===== config.mk =====
export PLATFORM = sky130hd
export DESIGN_NAME = dsdp_fifo
export DESIGN_NICKNAME = d
export VERILOG_FILES = /design/src/hdl/dsdp_pkg.sv /design/src/hdl/dsdp_fifo.sv
export SDC_FILE = /design/constraint.sdc
export NUM_CORES = 1
export LEC_CHECK = 0
export BUFFER_PORTS_ARGS = -buffer_cell sky130_fd_sc_hd__buf_2
export CAP_MARGIN = 10
export CELL_PAD_IN_SITES_DETAIL_PLACEMENT = 2
export CELL_PAD_IN_SITES_GLOBAL_PLACEMENT = 2
export CORE_ASPECT_RATIO = 1.75
export CORE_UTILIZATION = 41
export CTS_CLUSTER_SIZE = 14
export DETAILED_ROUTE_END_ITERATION = 6
export HOLD_SLACK_MARGIN = 0.06
export PLACE_DENSITY = 0.95
export SLEW_MARGIN = 25
export SYNTH_ARGS = -nofsm -noshare
export SYNTH_HDL_FRONTEND = slang
export SYNTH_SLANG_ARGS = --single-unit

===== constraint.sdc =====
create_clock -name clk -period 18.4 [get_ports clk]
set_input_delay 3.68 -clock clk [delete_from_list [all_inputs] [get_ports clk]]
set_output_delay 3.68 -clock clk [all_outputs]
set_load 0.05 [all_outputs]

===== src/hdl/dsdp_pkg.sv =====
`timescale 1ns / 1ps
package dsdp_pkg;

    localparam int DSDP_HALF_TAPS    = 48;
    localparam int DSDP_TABLE_GROUPS = 6;

    localparam int COEF_W   = 24;
    localparam int TERM_W   = COEF_W + 1;
    // eight terms of up to 2^24 each reach +2^27, one bit past a 28-bit signed range
    localparam int PART_W   = TERM_W + 4;
    localparam int ACC_W    = PART_W + 3;
    localparam int SAMPLE_W = 32;
    localparam int APB_AW   = 4;

    localparam logic [7:0] DSD_SILENCE = 8'h69;

    typedef enum logic [1:0] {
        REG_LSB_FIRST  = 2'd0,
        REG_COEF_INDEX = 2'd1,
        REG_COEF_VALUE = 2'd2,
        REG_NONE       = 2'd3
    } reg_index_t;

    typedef struct packed {
        logic not_empty;
        logic not_full;
    } q_stat_t;

    function automatic logic [7:0] rev8(input logic [7:0] b);
        logic [7:0] r;
        for (int k = 0; k < 8; k++)
        begin
            r[k] = b[7-k];
        end
        return r;
    endfunction

endpackage


===== src/hdl/dsdp_fifo.sv =====
`timescale 1ns / 1ps
module dsdp_fifo
    import dsdp_pkg::*;
#(
    parameter int TABLE_GROUPS = DSDP_TABLE_GROUPS
)(
    input  logic                                clk,
    input  logic                                rst_n,
    input  logic                                push,
    input  logic [TABLE_GROUPS-1:0][PART_W-1:0] push_data,
    input  logic                                pop,
    output logic [TABLE_GROUPS-1:0][PART_W-1:0] pop_data,
    output q_stat_t                             q_stat
);
    logic [TABLE_GROUPS-1:0][PART_W-1:0] entry_reg [2];
    logic       wr_ptr_reg, rd_ptr_reg;
    logic [1:0] count_reg, count_next;

    assign q_stat.not_empty = (count_reg != 2'd0);
    assign q_stat.not_full  = (count_reg != 2'd2);
    assign pop_data         = entry_reg[rd_ptr_reg];
    assign count_next       = count_reg + {1'b0, push} - {1'b0, pop};

    always_ff @(posedge clk or negedge rst_n)
    begin
        if (!rst_n)
        begin
            wr_ptr_reg <= 1'b0;
            rd_ptr_reg <= 1'b0;
            count_reg  <= 2'd0;
        end
        else
        begin
            count_reg <= count_next;
            if (push)
                wr_ptr_reg <= !wr_ptr_reg;
            if (pop)
                rd_ptr_reg <= !rd_ptr_reg;
        end
    end

    always_ff @(posedge clk)
    begin
        if (push)
            entry_reg[wr_ptr_reg] <= push_data;
    end
endmodule


* Yosys cells after proc, flatten, opt, wreduce, memory -nomap -nowiden
Memory sizes are Yosys's and may differ from the RTL's. Index checks and enable logic that the tools add are counted.
Word-level totals: ROM bits 0, word-level logic and storage cells 12, bits in writable memories 348, latch bits 0, register bits 4, memories 1
Cells by class: multiply operators 0, bitwise gates (word level) 0, div/mod/pow operators 0, equality and inequality tests 1, mux-type cells 2, shifts and indexed selects 0, $lt $le $gt $ge 0, add/sub/neg operators 2, reduce and logical (&&, ||, !) cells 3
Memory list:
- entry_reg | depth 2, bits a word 174, rd ports 1, clocked after Yosys merged registers in 0, write ports 1, RTL line dsdp_fifo.sv:15 | logic [TABLE_GROUPS-1:0][PART_W-1:0] entry_reg [2];
Operator list (number):
- adder 2 x 1 -> 2 bit | 1
- logical NOT 1 bit | 2
- 2-to-1 mux 1 bit | 2
- != test 2 bit (second input constant) | 1
- nonzero test 2 bit | 1
- subtractor 2 x 1 -> 2 bit | 1

* Logic depth before layout (Yosys ltp)
depth after elaboration 2, mapped depth 5, gate-level depth less buffers 5

* Least setup slack after synthesis
OpenSTA, ideal clock, no wires.
path kind input to register, from in push, to mem entry_reg[0][0] in the netlist's numbering (enable), data arrival time 11193 ps, path slack 6476 ps, setup time 731 ps, path buffers 0, stages 1, path through nor2b_1
Between the ends: word-level cells in the longest chain between the ends 2
Ends and longest elaborated chain:
- start, declared | RTL line dsdp_fifo.sv:9 | input logic push,
- 2-to-1 mux 1 bit | RTL line dsdp_fifo.sv:44 | if (push)
- 2-to-1 mux 1 bit (not written as such) | RTL line dsdp_fifo.sv:45 | entry_reg[wr_ptr_reg] <= push_data;
- end, declared | RTL line dsdp_fifo.sv:15
Every way passes these cells.

==> results.yml <==
floorplanning:
  dieHeight_um: 235.8
  die_area_sq_um: 31960
  start_util_pct: 41.65
  fp.dieW_um: 135.6
  core_area_sq_um: 30740
  std_cell_rows: 85
  pin_count: 354
pwr:
  p_leak_nw: 5.989
  p_per_area_nw_per_um2: 187.5
  clkPwrFrac_pct: 22.1
  power.total_w: 0.002998
  p_int_w: 0.001754
  switching_share_pct: 41.48
  sequentialPowerShare_pct: 37.9
  comb_power_share_pct: 40.1
  p_sw_w: 0.001243
  ir_drop_uv: 124.7
critical_path:
  cp_max_fo: 68
  endpoint_kind: "output port"
  required_ns: 14.72
  cp.arrival_ns: 2.97
  critPathSlowestCell: "dfrtp_4"
  cp_num_buf_inv: 2
  path_delay_family: "buffers and inverters"
  worst_setup_path_start_kind: "flip-flop"
  path_cells: "buf_4, mux2_2, buf_2"
  critical_path.max_stage_delay_ns: 0.88
  critPathKind: "reg2out"
routing:
  wire_per_inst_um: 26.71
  vias: 6761
  first_pass_iters: 4
  drc: 0
  wirelength_mm: 36.08
  ant_nets: 0
  drtIter0Drc: 230
  vias_per_cell: 5.004
synthesis:
  ys_ff_latch: 352
  yosysWarnings: 0
  syn-num-nets: 736
  avgSynthCellArea_sq_um: 23.03
  synth_cells: 556
  synth_seq_area_share_pct: 82.41
  synth_cell_types: 14
  synth_area_sq_um: 12800
clocking:
  clkSlewWorstSetupHoldPaths_ns: 0.06
  cts_made_buffers: 34
  clock_latency_ns: 0.52
  root_buffer: "clkbuf_16"
  cts_setup_buffers: 0
  ctsResizeCount: 0
  clock_sinks: 352
  cts_tree: "built"
  hold_buffers: 0
  cts_max_level: 2
  cts_buffer_depth: 3
placement:
  gp_congestion: 0.7982
  port_buffers: 353
  dp.final_hpwl_mm: 25.62
timing:
  fin_tns_setup_ns: 0
  slew_headroom_pct: 25.59
  fmax_mhz: 150.4
  setup_viol: 0
  fin_crit_ns: 6.650
  clock_skew_ns: 0.007639
  drv_slew: 0
  rsz0062_at_grt: "false"
  final.period_utilization_pct: 36.14
  whs_ns: 0.5793
  final_hold_viol_count: 0
  tightest_slew_ns: 1.116
global_route:
  antenna_found_initial: 15
  grt_pass1_vias: 7693
  grt_pass1_wl_mm: 50.15
  grt_max_degree: 175
  grt_busiest_layer: "met2"
  met3_usage_pct: 5.706
  grt_use_total_pct: 22.55
  grt-ovfl-total: 0
  grtUsageMet2_pct: 45.47
  gr-usage-met1_pct: 19.04
hold_path:
  min_path_type: "reg2reg"
status:
  outcome: "complete, no violations"
cells_and_area:
  syn2layout_area_growth_pct: 24.89
  drive_gt1_share_pct: 61.16
  fill_cells: 2738
  fin_nets: 1111
  largest_reg_flops: 348
job:
  cap_violations: 0
==> per-layer routing <==
layer	vias to the layer above	share of wire [%]
li1	2979	-
met1	3419	29
met2	267	61
met3	84	5.3
met4	12	4.5
met5	-	0.22
==> final cells by class <==
cell class | instances | area, sq um | share of cell area (%)
Antenna cell | 10 | 25.02 | 0.1565
Clock buffer | 43 | 948.4 | 5.932
Clock inverter | 12 | 80.08 | 0.5008
Inverter | 2 | 7.507 | 0.04695
Multi-Input combinational cell | 183 | 2061 | 12.89
Sequential cell | 352 | 10550 | 66.01
Tap cell | 391 | 489.2 | 3.060
Timing Repair Buffer | 358 | 1824 | 11.41
==> cell usage after synthesis <==
library cell | number | area share (%)
and2_1 | 1 | 0.049
buf_2 | 2 | 0.078
buf_6 | 15 | 1.3
dfrtp_1 | 4 | 0.78
xor3_1 | 1 | 0.19
edfxtp_1 | 348 | 82
nor2b_1 | 1 | 0.049
inv_1 | 2 | 0.059
ha_1 | 2 | 0.20
or2_2 | 1 | 0.049
nand2b_1 | 1 | 0.049
xor2_1 | 2 | 0.14
mux2_2 | 174 | 15
buf_4 | 2 | 0.12
==> worst reg2reg max path, cell delays in order (launching register included) <==
cell	delay [ns]
dfrtp_1	0.44
and2_4	0.44
buf_6	0.64
buf_6	0.77
==> path summary, 6_finish.rpt <==
| kind | slack [ns] | start | depth (start not counted) | end |
|---|---|---|---|---|
| min in group asynchronous | 2.96 | rst_n | 1 | wr_ptr_reg |
| worst min register to register | 0.58 | wr_ptr_reg | 1 | wr_ptr_reg |
| worst min-delay path | 0.58 | wr_ptr_reg | 1 | wr_ptr_reg |
| worst max register to register | 15.70 | wr_ptr_reg | 3 | entry_reg[1][94] |
| max in group asynchronous | 15.29 | rst_n | 1 | rd_ptr_reg |
| worst max-delay path | 11.75 | rd_ptr_reg | 3 | pop_data[111] |
==> power by group through the flow <==
stage	Sequential (W)	Combinational, W	Clock, W
floorplan	0.00114	0.000968	0
global placement	0.00113	0.00118	0
detailed placement	0.00116	0.00121	0
CTS	0.00114	0.00122	0.000676
global route	0.00115	0.00125	0.000703
finish	0.00114	0.00120	0.000662
==> layout by cell type, fill, tap and decap left out <==
cell       instances
inv_1              2
clkinv_2           7
bufinv_16          1
or2_2              1
xor2_1             2
edfxtp_1         348
clkbuf_16         37
nor2b_4            1
diode_2           10
and2_4             1
buf_12             1
dfrtp_1            3
ha_1               2
buf_4              2
clkinv_1           4
clkbuf_1           6
xor3_1             1
mux2_2           174
nand2b_1           1
buf_2            353
dfrtp_4            1
buf_6              2
==> through the flow <==
stage	utilization, %	cells	worst slack, ns	cell area, sq um
global placement	48.57	1286	11.91	14930
global route	52.02	1351	11.59	15990
finish	52.02	1351	11.75	15990
floorplan	-	556	6.476	12800
detailed placement	48.57	1286	11.74	14930
CTS	51.92	1341	11.65	15960
==> cells by family after synthesis <==
group / synth area share, %
DFF: 82.41
muxes: 15.30
buffers and inverters: 1.573
and+or+nand+nor: 0.1956
xor gates and xnor gates: 0.3225
adders and majority gates: 0.1954
No activity file was read; power rests on OpenSTA's default activity.
