[src/hdl/dsdp_pkg.sv]
`timescale 1ns / 1ps
package dsdp_pkg;

    localparam int DSDP_HALF_TAPS    = 48;
    localparam int DSDP_TABLE_GROUPS = 6;

    localparam int COEF_W   = 24;
    localparam int TERM_W   = COEF_W + 1;
    // eight terms of up to 2^24 each reach +2^27, one bit past a 28-bit signed range
    localparam int PART_W   = TERM_W + 4;
    localparam int ACC_W    = PART_W + 3;
    localparam int SAMPLE_W = 32;
    localparam int APB_AW   = 4;

    localparam logic [7:0] DSD_SILENCE = 8'h69;

    typedef enum logic [1:0] {
        REG_LSB_FIRST  = 2'd0,
        REG_COEF_INDEX = 2'd1,
        REG_COEF_VALUE = 2'd2,
        REG_NONE       = 2'd3
    } reg_index_t;

    typedef struct packed {
        logic not_empty;
        logic not_full;
    } q_stat_t;

    function automatic logic [7:0] rev8(input logic [7:0] b);
        logic [7:0] r;
        for (int k = 0; k < 8; k++)
        begin
            r[k] = b[7-k];
        end
        return r;
    endfunction

endpackage

[src/hdl/dsdp_stream_if.sv]


interface pcm_out_if;
    logic        valid;
    logic        ready;
    logic [31:0] pcm_sample;
    modport source (output valid, output pcm_sample, input ready);
    modport sink (input valid, input pcm_sample, output ready);
endinterface

[src/hdl/dsdp_back.sv]
`timescale 1ns / 1ps
module dsdp_back
    import dsdp_pkg::*;
#(
    parameter int TABLE_GROUPS = DSDP_TABLE_GROUPS
)(
    input  logic                                clk,
    input  logic                                rst_n,
    input  q_stat_t                             q_stat,
    input  logic [TABLE_GROUPS-1:0][PART_W-1:0] pop_data,
    output logic                                pop,
    pcm_out_if.source                           pcm_out
);
    logic                       valid_reg;
    logic signed [SAMPLE_W-1:0] pcm_reg, pcm_next;
    logic signed [ACC_W-1:0]    acc;

    assign pop = q_stat.not_empty && (!valid_reg || pcm_out.ready);

    always_comb
    begin
        acc = '0;
        for (int g = 0; g < TABLE_GROUPS; g++)
        begin
            acc = acc + ACC_W'($signed(pop_data[g]));
        end
        // the group sum cannot leave the 32-bit range, so the plain cast needs no saturation
        pcm_next = SAMPLE_W'(acc);
    end

    always_ff @(posedge clk or negedge rst_n)
    begin
        if (!rst_n)
            valid_reg <= 1'b0;
        else if (pop)
            valid_reg <= 1'b1;
        else if (pcm_out.ready)
            valid_reg <= 1'b0;
    end

    always_ff @(posedge clk)
    begin
        if (pop)
            pcm_reg <= pcm_next;
    end

    assign pcm_out.valid      = valid_reg;
    assign pcm_out.pcm_sample = pcm_reg;
endmodule

[src/flat_wrapper.sv]
// flat-port wrapper written by rule: the top's interface ports become plain ports
module dsdp_back_flat import dsdp_pkg::*;
#(
    parameter int TABLE_GROUPS = DSDP_TABLE_GROUPS
)
  (clk, rst_n, q_stat, pop_data, pop, pcm_out_valid, pcm_out_pcm_sample, pcm_out_ready);
  pcm_out_if pcm_out_i ();
  input  logic clk;
  input  logic rst_n;
  input  q_stat_t q_stat;
  input  logic [TABLE_GROUPS-1:0][PART_W-1:0] pop_data;
  output logic pop;
  output wire logic [$bits(pcm_out_i.valid)-1:0] pcm_out_valid;
  output wire logic [$bits(pcm_out_i.pcm_sample)-1:0] pcm_out_pcm_sample;
  input wire logic [$bits(pcm_out_i.ready)-1:0] pcm_out_ready;
  assign pcm_out_valid = pcm_out_i.valid;
  assign pcm_out_pcm_sample = pcm_out_i.pcm_sample;
  assign pcm_out_i.ready = pcm_out_ready;
  dsdp_back #(.TABLE_GROUPS(TABLE_GROUPS)) u_core (.clk(clk), .rst_n(rst_n), .q_stat(q_stat), .pop_data(pop_data), .pop(pop), .pcm_out(pcm_out_i));
endmodule
[config.mk]
export PLATFORM = sky130hd
export DESIGN_NAME = dsdp_back_flat
export DESIGN_NICKNAME = d
export VERILOG_FILES = /design/src/hdl/dsdp_pkg.sv /design/src/hdl/dsdp_stream_if.sv /design/src/hdl/dsdp_back.sv /design/src/flat_wrapper.sv
export SDC_FILE = /design/constraint.sdc
export NUM_CORES = 1
export LEC_CHECK = 0
export ABC_AREA = 0
export BUFFER_PORTS_ARGS = -buffer_cell sky130_fd_sc_hd__buf_4
export CAP_MARGIN = 20
export CORE_MARGIN = 2
export CORE_UTILIZATION = 40
export CTS_CLUSTER_DIAMETER = 120
export DETAILED_ROUTE_END_ITERATION = 10
export GPL_TIMING_DRIVEN = 0
export PLACE_DENSITY = 0.76
export SYNTH_ARGS = -nofsm -noshare
export SYNTH_HDL_FRONTEND = slang
export SYNTH_SLANG_ARGS = --single-unit
[constraint.sdc]
create_clock -name clk -period 2.75 [get_ports clk]
set_input_delay 0.55 -clock clk [delete_from_list [all_inputs] [get_ports clk]]
set_output_delay 0.55 -clock clk [all_outputs]
set_load 0.02 [all_outputs]
---- Yosys cells after proc, flatten, opt, wreduce, memory -nomap -nowiden ----
Cells that the tools add are included.
word-level totals
  register bits ........................... 33
  word-level logic and storage cells ...... 13
  memories kept ........................... 0
  latch bits .............................. 0
  bits in writable memories ............... 0
  bits in read-only memories .............. 0
operators by class
  bitwise operators ....................... 0
  multiplexer cells ....................... 2
  add/sub/neg operators ................... 5
  shifts and indexed selects .............. 0
  multipliers ............................. 0
  divide/modulo/power cells ............... 0
  reduce and logical (&&, ||, !) cells .... 4
  eq/ne operators ......................... 0
  $lt $le $gt $ge ......................... 0
operator list
  kind                     number
  adder 32 x 29 -> 32 bit  3
  adder 30 x 29 -> 31 bit  1
  adder 29 x 29 -> 30 bit  1
  2-to-1 mux 1 bit         2
  nonzero test 2 bit       1
  logical AND 1 bit        1
  zero test 1 bit          1
  logical OR 1 bit         1

---- Depth between registers and ports, before layout ----
  depth in word-level cells ............... 5
  gate-level depth with buffers ........... 22

---- Worst setup path before layout ----
OpenSTA, ideal clock, no wires.
  path type ............................... input to register
  start point ............................. in pop_data[1] (netlist bit)
  end point ............................... reg u_core.pcm_reg[28] (netlist: u_core.pcm_out.pcm_sample[28]) (data pin)
  path buffers ............................ 2
  slack ................................... -2.761 ns
  setup time .............................. 0.180 ns
  data arrival time ....................... 5.331 ns
  required time ........................... 2.570 ns
  stages .................................. 20
  cells stage by stage .................... fa_1 -> ha_1 -> fa_1 -> a21o_1 -> a21oi_1 -> o21ai_1 -> a221oi_2 -> o21ai_1 -> a311oi_1 -> xnor2_1 -> fa_1 -> ha_1 -> buf_2 -> and2_0 -> buf_2 -> nand3_1 -> or2_2 -> o221ai_2 -> or4b_1 -> o311ai_1
between the ends
  longest elaborated chain between the ends .. 5
ends and longest elaborated chain
  element                                RTL line            RTL
  start: declaration                     flat_wrapper.sv:11  input logic [TABLE_GROUPS-1:0][PART_W-1:0] pop_data;
  adder 29 x 29 -> 30 bit                dsdp_back.sv:25     acc = acc + ACC_W'($signed(pop_data[g]));
  adder 30 x 29 -> 31 bit                dsdp_back.sv:25
  adder 32 x 29 -> 32 bit (3 in series)  dsdp_back.sv:25
  net u_core.acc[28]                     dsdp_back.sv:16     logic signed [ACC_W-1:0] acc;
  end signal: assignment                 dsdp_back.sv:44     pcm_reg <= pcm_next;
  end: declaration                       dsdp_back.sv:15     logic signed [SAMPLE_W-1:0] pcm_reg, pcm_next;
The timed path passes the listed nets, and every way through them passes these cells.
A chain may end at the register's enable or synchronous reset.

---- Final worst setup path ----
  start point ............................. in pop_data[59] (netlist bit)
  end point ............................... reg u_core.pcm_reg[28] (netlist: u_core.pcm_out.pcm_sample[28]) (data pin)
between the ends
  longest elaborated chain between the ends .. 4
ends and longest elaborated chain
  element                                RTL line
  adder 30 x 29 -> 31 bit                dsdp_back.sv:25
  adder 32 x 29 -> 32 bit (3 in series)  dsdp_back.sv:25
  net u_core.acc[28]                     dsdp_back.sv:16
The timed path passes the listed nets, and every way through them passes these cells.

==> flow_summary_export.csv <==
group,metric,value,unit
outcome,run_status,"finished with violations",
outcome,violations,"setup timing",
floorplanning,coreArea,15100,um^2
setup_path,reg2reg_slack,1170,ps
cts,cts_tree,"yes",
timing,clock_skew,1.83,ps
global_routing,antenna_found_initial,0,
pwr,power_density,1310,nW/um^2
floorplanning,die_w,128,um
setup_path,crit_path_cell_trace,"buf_6 -> fa_1 -> ha_4 -> fa_2 -> a21o_1 -> a21oi_4 -> o21bai_2 -> and2_4 -> buf_6 -> nor2_4 -> xnor2_2 -> fa_2 -> ha_4 -> nand3_4 -> a31oi_4 -> o31ai_4 -> a31oi_4 -> a31oi_4 -> o221ai_4 -> or4b_1 -> o311ai_1",
timing,fin_crit,5140,ps
timing,max_slew_margin,52.6,%
pwr,p_total,12.7,mW
cts,clockBufferDepth,2,
place,io_buffers,211,
timing,drv_slew,0,
place,dp.cells,1001,
floorplanning,io_pins,213,
layout,largest_reg_flops,32,
setup_path,critPathCaptureType,"flop",
cts,cts_inserted_buffers,5,
cts,cts_root_buf,"clkbuf_16",
setup_path,crit_path_max_fanout,4,
layout,post-route-cell-area,9710,um^2
place,place_ws,-3010,ps
global_routing,grt_pass1_vias,5692,
global_routing,grt_pass1_wl,27100,um
global_routing,grt_start_max_net_pins,20,
hold_path,hold_class,"in2async",
layout,fillerInstances,1179,
timing,finalSetupViolCount,30,
cts,insertion_delay,280,ps
route,drt_iter0_drc,388,
timing,worst_slack,-2390,ps
layout,multiInputGateArea,5970,um^2
route,route.detailed.drc,0,
timing,setup_tns,-50220,ps
cts,htree_levels,2,
synth,synth_edf_count,32,
floorplanning,fp.dieH,128,um
route,dr_total_vias,5797,
timing,max_freq,195,MHz
layout,stdcell_count,1071,
synth,syn-num-nets,930,
floorplanning,start_util,40.7,%
pwr,ir_drop,619,uV
floorplanning,dieArea,16400,um^2
synth,synth_ff_type,"edfxtp_1",
layout,layout.nets,1211,
timing,fin_crit_sh,187,%
cts,path_clk_slew,50,ps
floorplanning,core.rowCount,45,
setup_path,cp.required,2840,ps
synth,ys_seq_area_share,16.0,%
route,viasPerCell,5.41,
cts,hold_buffers,0,
setup_path,cp_data_arrival_time,5230,ps
setup_path,worst_path_most_repeated_cell,"a31oi_4",
setup_path,r2r_cells,3,
setup_path,cp-start-kind,"input port",
flow_run,max-cap-violations,0,
setup_path,r2r-end,"u_core.pcm_out.pcm_sample[21]",
route,wirelength,18200,um
synth,async_flop_share,3.03,%
setup_path,rr_startpoint,"u_core.pcm_out.valid",
synth,syn_avg_cell_area,10.2,um^2
setup_path,critPathSlowestCell,"fa_1",
synth,synthesis.area,6160,um^2
place,dpl_cell_area,8130,um^2
synth,yosys_register_bits,33,
synth,synthDistinctLibCells,69,
synth,synthCells,601,
setup_path,critPathKind,"in2reg",
layout,area_delta_synth_final,57.7,%
synth,yosysWarnings,0,
timing,rsz0062_at_grt,"yes",
global_routing,grtUsageTotal,20.7,%
layout,drive_above_1_share,51.4,%
pwr,p_leak,4.23,nW
timing,worst_slew_pin_slew,712,ps
cts,cts.sinks,33,
route,drt_first_pass_iters,5,
timing,hold_viol,0,
route,drtAntennaViolNets,0,
place,dpl.hpwl,13600,um
layout,seq_area,986,um^2
setup_path,slowest_delay,510,ps
place,place_congestion,0.933,
route,drt-wirelength-per-cell,17.0,um
global_routing,overflow,0,
layout,antenna_cells,0,
where the power goes:
part | switching [mW] | leakage (nW) | internal, mW | total, mW
clock | 0.185 | 0.0687 | 0.326 | 0.511
sequential | 0.0595 | 0.315 | 1.12 | 1.18
combinational | 5.69 | 3.84 | 5.30 | 11.0
total | 5.93 | 4.23 | 6.75 | 12.7
layout by cell type (no fill, tap or decap), types with 11 or more instances in the layout:
| master | netlist | final |
|---|---|---|
| buf_4 | 2 | 261 |
| fa_1 | 90 | 85 |
| inv_1 | 37 | 33 |
| a21o_1 | 32 | 32 |
| ha_1 | 60 | 32 |
| edfxtp_1 | 32 | 32 |
| a21oi_1 | 53 | 26 |
| xnor2_1 | 39 | 26 |
| nand2_1 | 27 | 23 |
| a21oi_2 | 3 | 22 |
| buf_6 | 2 | 21 |
| nor2_1 | 27 | 20 |
| ha_4 | 0 | 20 |
| o21ai_2 | 0 | 14 |
| xnor2_2 | 0 | 13 |
| nand3_1 | 19 | 11 |
cell usage after synthesis, types with 2 or more instances:
master	count	area, um^2
a21o_1	32	240
nand2b_1	10	62.6
o21bai_1	10	75.1
a31oi_1	7	43.8
o21ai_1	5	25.0
a21oi_1	53	265
o211ai_1	3	22.5
a21oi_2	3	26.3
xor2_1	13	114
o21ai_0	28	140
ha_1	60	751
buf_6	2	22.5
buf_4	2	15.0
a211oi_1	4	30.0
o21a_1	3	22.5
clkbuf_1	4	15.0
a31oi_4	2	42.5
a211o_1	4	35.0
and3_1	2	12.5
a311oi_1	2	17.5
inv_1	37	139
fa_1	90	1800
and2_1	5	31.3
o2111ai_1	2	17.5
nor2b_1	8	50.1
nand4_1	8	50.1
xnor2_1	39	342
clkbuf_2	2	10.0
a21boi_0	2	15.0
nor3_1	11	55.1
nor2_1	27	101
nand3_1	19	95.1
edfxtp_1	32	961
o311ai_1	2	17.5
o211a_1	2	20.0
or2_2	5	31.3
nand2_1	27	101
buf_2	3	15.0
per-layer routing:
metal,up-vias,global-route usage [%],part of all wire [%]
met5,-,0,0
met4,0,7.50,2.7
met3,39,1.50,4.2
met2,236,35.8,51
met1,2800,27.6,42
li1,2722,-,-
logic make-up (layout without fill, tap and decap cells):
logic type               after synthesis  count (layout)  share of synthesized area, %
XOR/XNOR                              52              52                          7.40
AO/OA/AOI/OAI                        181             181                          20.2
AND/OR/NAND/NOR                      133             133                          11.1
multiplexers                           1               1                         0.163
buffers and inverters                 51             333                          3.68
adder cells (fa/ha/maj)              150             150                          41.5
flip-flops                            33              33                          16.0
worst max-delay path: cells and delay by family:
family	cells	cell delay (ps)
xor gates and xnor gates	1	130
buffers and inverters	2	200
adders and majority gates	5	1850
AOI/OAI and AO/OA	9	1630
and+or+nand+nor	4	850
through the flow:
stage	utilization [%]	hold WS, ps
after floorplan	-	254
after global placement	53.5	326
after detailed placement	53.7	326
after CTS	60.1	30.8
after global routing	64.1	35.0
final	64.1	37.5
layout make-up:
type | instances | area share [%]
Timing Repair Buffer | 277 | 22.2
Multi-Input combinational cell | 517 | 61.5
Tap cell | 188 | 2.42
Clock buffer | 5 | 1.29
Inverter | 37 | 1.43
Clock inverter | 3 | 0.129
Sequential cell | 33 | 10.2
Buffer | 11 | 0.863
how the worst max path moves through the flow:
| stage | startpoint | to | slack (ps) | cells after the start |
|---|---|---|---|---|
| after floorplan | pop_data[59] | u_core.pcm_out.pcm_sample[28] | -2460 | 20 |
| after global placement | pop_data[59] | u_core.pcm_out.pcm_sample[28] | -2980 | 21 |
| after detailed placement | pop_data[2] | u_core.pcm_out.pcm_sample[28] | -3010 | 21 |
| after CTS | pop_data[1] | u_core.pcm_out.pcm_sample[28] | -2370 | 21 |
| after global routing | pop_data[59] | u_core.pcm_out.pcm_sample[30] | -2490 | 22 |
| final | pop_data[59] | u_core.pcm_out.pcm_sample[28] | -2390 | 21 |
repair_timing:
action	4_1_cts	5_1_grt
resized for setup	114	93
endpoints found under the setup margin	30	30
setup buffers	39	26
gates cloned	0	0
pin swaps	71	69
Power figures use the tool's default switching activity.
